`src/hdl/ths_pkg.sv`:
```
`timescale 1ns / 1ps
// Shared types and codes for the typed handle slot table.
// No dependencies; ths_scan and the top level import this package.
package ths_pkg;

    localparam int KINDS_DEF    = 12;
    localparam int SLOTS_DEF    = 256;
    localparam int ID_WIDTH_DEF = 32;

    localparam int KIND_W       = 4;
    localparam int SLOT_FIELD_W = 8;
    localparam int ID_FIELD_W   = 32;
    localparam int LIVE_FIELD_W = 12;

    localparam logic [1:0] OP_INSERT = 2'd0;
    localparam logic [1:0] OP_FIND   = 2'd1;
    localparam logic [1:0] OP_REMOVE = 2'd2;
    localparam logic [1:0] OP_TAKE   = 2'd3;

    localparam logic [1:0] ST_OK     = 2'd0;
    localparam logic [1:0] ST_MISS   = 2'd1;
    localparam logic [1:0] ST_REJECT = 2'd2;

    typedef struct packed {
        logic [1:0]              opcode;
        logic [KIND_W-1:0]       kind;
        logic [SLOT_FIELD_W-1:0] slot;
    } t_req;

    typedef struct packed {
        logic [1:0]              status;
        logic [ID_FIELD_W-1:0]   object_id;
        logic [ID_FIELD_W-1:0]   displaced_id;
        logic [KIND_W-1:0]       taken_kind;
        logic [SLOT_FIELD_W-1:0] taken_slot;
        logic [LIVE_FIELD_W-1:0] live_total;
    } t_rsp;

    // Commands from the controller to the scan cursor.
    typedef struct packed {
        logic start;  // issue the hint position, cursor moves past it
        logic adv;    // issue the cursor position and step it
        logic ins;    // an insert landed; pull the hint down if needed
        logic take;   // the checked entry was taken; hint moves there
    } t_scan_cmd;

endpackage

```
`src/hdl/ths_scan.sv`:
```
`timescale 1ns / 1ps
// Scan cursor for take-next: walks entries in kind-then-slot order and
// keeps a hint below which every entry is known empty. Uses ths_pkg.
module ths_scan #(
    parameter int KINDS = 12,
    parameter int SLOTS = 256,
    localparam int ADDR_W = (KINDS * SLOTS > 1) ? $clog2(KINDS * SLOTS) : 1,
    localparam int SLOT_W = (SLOTS > 1) ? $clog2(SLOTS) : 1
) (
    input  logic                      i_clk,
    input  logic                      i_rst_n,
    input  ths_pkg::t_scan_cmd        i_cmd,
    input  logic [ADDR_W-1:0]         i_ins_addr,
    input  logic [ths_pkg::KIND_W-1:0] i_ins_kind,
    input  logic [SLOT_W-1:0]         i_ins_slot,
    output logic [ADDR_W-1:0]         o_issue_addr,
    output logic [ADDR_W-1:0]         o_chk_addr,
    output logic [ths_pkg::KIND_W-1:0] o_chk_kind,
    output logic [SLOT_W-1:0]         o_chk_slot
);
    import ths_pkg::*;

    localparam int POS_W = ADDR_W + KIND_W + SLOT_W;
    localparam logic [ADDR_W-1:0] LAST_ADDR = ADDR_W'(KINDS * SLOTS - 1);
    localparam logic [SLOT_W-1:0] LAST_SLOT = SLOT_W'(SLOTS - 1);

    logic [ADDR_W-1:0] r_hint_addr, r_cur_addr, r_chk_addr;
    logic [KIND_W-1:0] r_hint_kind, r_cur_kind, r_chk_kind;
    logic [SLOT_W-1:0] r_hint_slot, r_cur_slot, r_chk_slot;
    logic [POS_W-1:0]  from_hint, from_cur;

    // Next position in kind-then-slot order; the last entry holds.
    function automatic logic [POS_W-1:0] f_step(input logic [ADDR_W-1:0] a,
                                                input logic [KIND_W-1:0] k,
                                                input logic [SLOT_W-1:0] s);
        logic [POS_W-1:0] res;
        res = {a, k, s};
        if (a != LAST_ADDR) begin
            if (s == LAST_SLOT) begin
                res = {a + ADDR_W'(1), k + KIND_W'(1), SLOT_W'(0)};
            end else begin
                res = {a + ADDR_W'(1), k, s + SLOT_W'(1)};
            end
        end
        return res;
    endfunction

    assign from_hint = f_step(r_hint_addr, r_hint_kind, r_hint_slot);
    assign from_cur  = f_step(r_cur_addr, r_cur_kind, r_cur_slot);

    assign o_issue_addr = i_cmd.start ? r_hint_addr : r_cur_addr;
    assign o_chk_addr   = r_chk_addr;
    assign o_chk_kind   = r_chk_kind;
    assign o_chk_slot   = r_chk_slot;

    always_ff @(posedge i_clk) begin
        if (!i_rst_n) begin
            r_hint_addr <= '0;
            r_hint_kind <= '0;
            r_hint_slot <= '0;
        end else if (i_cmd.take) begin
            r_hint_addr <= r_chk_addr;
            r_hint_kind <= r_chk_kind;
            r_hint_slot <= r_chk_slot;
        end else if (i_cmd.ins && (i_ins_addr < r_hint_addr)) begin
            r_hint_addr <= i_ins_addr;
            r_hint_kind <= i_ins_kind;
            r_hint_slot <= i_ins_slot;
        end
    end

    always_ff @(posedge i_clk) begin
        if (i_cmd.start) begin
            {r_chk_addr, r_chk_kind, r_chk_slot} <= {r_hint_addr, r_hint_kind, r_hint_slot};
            {r_cur_addr, r_cur_kind, r_cur_slot} <= from_hint;
        end else if (i_cmd.adv) begin
            {r_chk_addr, r_chk_kind, r_chk_slot} <= {r_cur_addr, r_cur_kind, r_cur_slot};
            {r_cur_addr, r_cur_kind, r_cur_slot} <= from_cur;
        end
    end

endmodule

```
`config.mk`:
```
export PLATFORM = sky130hd
export DESIGN_NAME = ths_scan
export DESIGN_NICKNAME = d
export VERILOG_FILES = /design/src/hdl/ths_pkg.sv /design/src/hdl/ths_scan.sv
export SDC_FILE = /design/constraint.sdc
export NUM_CORES = 1
export LEC_CHECK = 0
export BUFFER_PORTS_ARGS = -buffer_cell sky130_fd_sc_hd__buf_2
export CAP_MARGIN = 25
export CORE_UTILIZATION = 60
export CTS_CLUSTER_SIZE = 8
export DETAILED_ROUTE_END_ITERATION = 16
export GPL_TIMING_DRIVEN = 0
export PLACE_DENSITY_LB_ADDON = 0.3
export SKIP_CTS_REPAIR_TIMING = 1
export SYNTH_ARGS = -nofsm -noshare
export SYNTH_HDL_FRONTEND = slang
export SYNTH_SLANG_ARGS = --single-unit
```
`constraint.sdc`:
```
create_clock -name i_clk -period 5.8 [get_ports i_clk]
set_clock_uncertainty 0.1 [all_clocks]
set_input_delay 0.58 -clock i_clk [delete_from_list [all_inputs] [get_ports i_clk]]
set_output_delay 0.58 -clock i_clk [all_outputs]
set_load 0.05 [all_outputs]
```
Word level (Yosys, flattened, before mapping):

Cells that the tools add are included.

* register bits: 72
* input port bits: 30
* output and inout bits: 36
* word-level logic and storage cells: 50

* add/sub/neg operators: 6
* magnitude comparators: 1
* eq/ne operators: 4
* multiplexer cells: 23
* reductions and logical operators: 7

Operators with widths (number)
* $mux W12: 9
* $mux W24: 2
* $mux W8: 6
* $add A12 B1 Y12 const B: 2
* $mux W4: 6
* $ne A12 B12 Y1 const B: 2
* $add A8 B1 Y8 const B: 2
* $eq A8 B8 Y1 const B: 2
* $lt A12 B12 Y1: 1
* $add A4 B1 Y4 const B: 2
* $reduce_bool A2 Y1: 4
* $reduce_and A3 Y1: 1
* $reduce_and A2 Y1: 1
* $logic_and A1 B1 Y1: 1

Depth between registers and ports, before layout:

* depth after elaboration: 5
* mapped depth: 9
* gate-level depth less buffers: 7

Worst setup path before layout:

OpenSTA, ideal clock, no wires.

* kind: in2out
* start: input i_cmd[3] in the netlist's numbering
* end: output o_issue_addr[5]
* data arrival time: 2.100 ns
* required time: 5.120 ns
* path slack: 3.020 ns
* stages: 3
* buffers on the path: 2
* path through: clkbuf_1 clkbuf_1 o21ai_0

* word-level cells in the longest chain between the ends: 1

Ends and longest elaborated chain
* from (decl): RTL line ths_scan.sv:12 `input ths_pkg::t_scan_cmd i_cmd,`
* $mux W12: RTL line ths_scan.sv:51 `assign o_issue_addr = i_cmd.start ? r_hint_addr : r_cur_addr;`
* to (decl): RTL line ths_scan.sv:16 `output logic [ADDR_W-1:0] o_issue_addr,`

Every way passes these cells.

Final worst setup path:

* start: input i_cmd[3] in the netlist's numbering
* end: output o_issue_addr[4]

The elaborated chain is that of the path after synthesis.

==> results.json <==
{
  "synth-compound-area-share": 0.209,
  "report.final.slew_viol_count": 0,
  "synthSimpleGateAreaFrac": 0.113,
  "nNetsFinal": 556,
  "n_fill_cell": 506,
  "synth-async-reset-ratio": 0,
  "viasPerCell": 6.26,
  "r2r_start": "r_hint_addr[7]$_SDFFE_PN0P_",
  "reg2reg_to": "r_hint_addr[7]$_SDFFE_PN0P_",
  "status": "complete, no violations",
  "die_area_mm2": 0.00736,
  "synth_cells": 435,
  "finalCritPeriodShare": 0.466,
  "core_mm2": 0.00679,
  "clockBufferDepth": 2,
  "start_kind": "primary input",
  "synth-main-ff-cell": "edfxtp_1",
  "cts_tree": "done",
  "layout_common_cells": "67 x buf_2, 48 x edfxtp_1, 45 x o21ai_0",
  "synthXorXnorAreaFrac": 0.0603,
  "grt_pass1_wl_um": 18300,
  "finalCriticalPeriod_ns": 2.70,
  "layout_commonest_cell": "buf_2",
  "grt_pass1_vias": 3656,
  "drtIter0Drc": 303,
  "post-route-worst-setup-slack_ns": 3.10,
  "netlist_area_mm2": 0.00421,
  "fp.dieW_um": 85.8,
  "worstHoldPathCells": 3,
  "synth_top_family_by_area": "compound AO/OA/AOI/OAI gates",
  "dr.pass1.iters": 6,
  "antenna_found_initial": 0,
  "holdWs_ns": 0.403,
  "leakagePower_nw": 1.86,
  "wl_um": 11500,
  "port_buffers": 63,
  "wl_per_cell_um": 18.9,
  "synth_mux_area_frac": 0.0635,
  "setup_violations": 0,
  "ys_types": 48,
  "synth_top_area_frac": 0.342,
  "worstSkewPairLatency_ns": 0.36,
  "yosys_warnings": 0,
  "fmax_mhz": 370,
  "hold_viol": 0,
  "power_density_mw_per_mm2": 308,
  "cp.arrival_ns": 2.02,
  "place_ws_ns": 3.12,
  "crit_type": "in2out",
  "grt_use_total": 0.330,
  "cts_max_level": 3,
  "grt-ovfl-total": 0,
  "ys_seq_area_frac": 0.456,
  "cap_violations": 0,
  "clock-root-buffer": "clkbuf_8",
  "drive_gt1_frac": 0.226,
  "cp-end-kind": "output port",
  "synth_area_leader_cell": "edfxtp_1",
  "crit_fanout": 10,
  "io_pins": 66,
  "synthAdderAreaFrac": 0.0505,
  "vias": 3818,
  "synth_area_leaders": "edfxtp_1 34%, dfxtp_1 11%, mux2_2 5.9%, o21ai_0 5.3%, ha_1 5.0%",
  "clock-sinks": 72,
  "path_clk_slew_ns": 0.08,
  "tightest_slew_ns": 0.849,
  "rsz0062_at_grt": "no",
  "grt_max_degree": 25,
  "hp-start": "i_rst_n",
  "slew_headroom": 0.434,
  "ys_seq_elements": 72,
  "rr_worst_depth": 8,
  "drc_errors": 0,
  "place_hpwl_um": 8140,
  "hold_class": "in2reg",
  "syn_to_final_growth_pct": 15.4,
  "hold_end": "r_hint_addr[0]$_SDFFE_PN0P_",
  "worstPathRequired_ns": 5.12,
  "fin_setup_tns_ns": 0,
  "place.gp.congestion": 0.997,
  "reg2reg_setup_slack_ns": 3.16,
  "synth_nets": 482,
  "peakVddDrop_mv": 0.223,
  "ant_nets": 0,
  "start_util": 0.620,
  "diodes": 0,
  "synth.avg_cell_area_um2": 9.69,
  "cts_made_buffers": 9,
  "rows": 30,
  "die_h_um": 85.8,
  "synth_edf_count": 48
}
-- critical path, cell delays in order --
cell and delay [ns]:
clkbuf_1 0.23, clkbuf_1 0.56, mux2_2 0.43, buf_2 0.22
-- stage by stage --
stage / power (mW) / utilization / area (µm²) / instances
5_1_grt: 1.56 / 0.716 / 4860 / 610
3_3_place_gp: 1.06 / 0.684 / 4650 / 594
4_1_cts: 1.50 / 0.716 / 4860 / 610
2_1_floorplan: 0.966 / - / 4210 / 435
3_5_place_dp: 1.07 / 0.684 / 4650 / 594
6_report: 1.50 / 0.716 / 4860 / 610
-- synth_stat cells (all sizes together) (9+ instances only) --
cell     n
a21oi   43
a31oi   25
clkbuf  21
dfxtp   24
edfxtp  48
ha      17
inv     20
mux2    22
nand2   24
nand3   19
nand4    9
nor2    13
o21ai   63
xnor2   15
xor2    14
-- worst max-delay path by stage --
stage / startpoint / end / slack (ns) / cells past startpoint
CTS: i_cmd[3] / o_issue_addr[7] / 3.11 / 4
global placement: i_cmd[3] / o_issue_addr[9] / 3.15 / 4
finish: i_cmd[3] / o_issue_addr[4] / 3.10 / 4
global route: r_hint_addr[7]$_SDFFE_PN0P_ / r_hint_addr[7]$_SDFFE_PN0P_ / 2.98 / 8
floorplan: i_cmd[3] / o_issue_addr[5] / 3.02 / 3
detailed placement: i_ins_addr[7] / r_hint_kind[3]$_SDFFE_PN0P_ / 3.12 / 8
-- sequential cells by signal, indices dropped and copies added, names as in the netlist --
register and cells:
r_hint_addr 12, o_chk_addr 12, r_cur_addr 12, o_chk_slot 8
o_chk_kind 4, r_cur_kind 4, r_hint_kind 4, r_hint_slot 8
r_cur_slot 8
-- area by class of cell --
class | count | area [µm²] | share of cell area
Multi-Input combinational cell | 315 | 2090 | 0.430
Clock buffer | 10 | 149 | 0.0306
Tap cell | 96 | 120 | 0.0247
Timing Repair Buffer | 63 | 315 | 0.0648
Sequential cell | 72 | 1920 | 0.395
Clock inverter | 6 | 65.1 | 0.0134
Inverter | 20 | 75.1 | 0.0154
Buffer | 28 | 125 | 0.0257
-- layer usage --
layer / routed length, µm / up-vias / track usage
li1: - / 1778 / -
met1: 4800 / 1818 / 0.426
met3: 935 / 29 / 0.0895
met5: 0 / - / 0
met4: 279 / 0 / 0.121
met2: 5530 / 193 / 0.534
-- kinds of logic (layout without fill, tap and decap cells) --
| group | after synthesis | count (layout) |
|---|---|---|
| compound gates | 151 | 151 |
| simple gates | 94 | 94 |
| flops | 72 | 72 |
| buf+inv | 48 | 127 |
| xor+xnor | 29 | 29 |
| mux | 24 | 24 |
| fa+ha+maj | 17 | 17 |
-- power breakdown --
part / internal (mW) / switching, mW
registers: 0.622 / 0.0604
clock network: 0.225 / 0.203
logic: 0.119 / 0.268
total: 0.966 / 0.532
(Power assumes the default switching activity.)
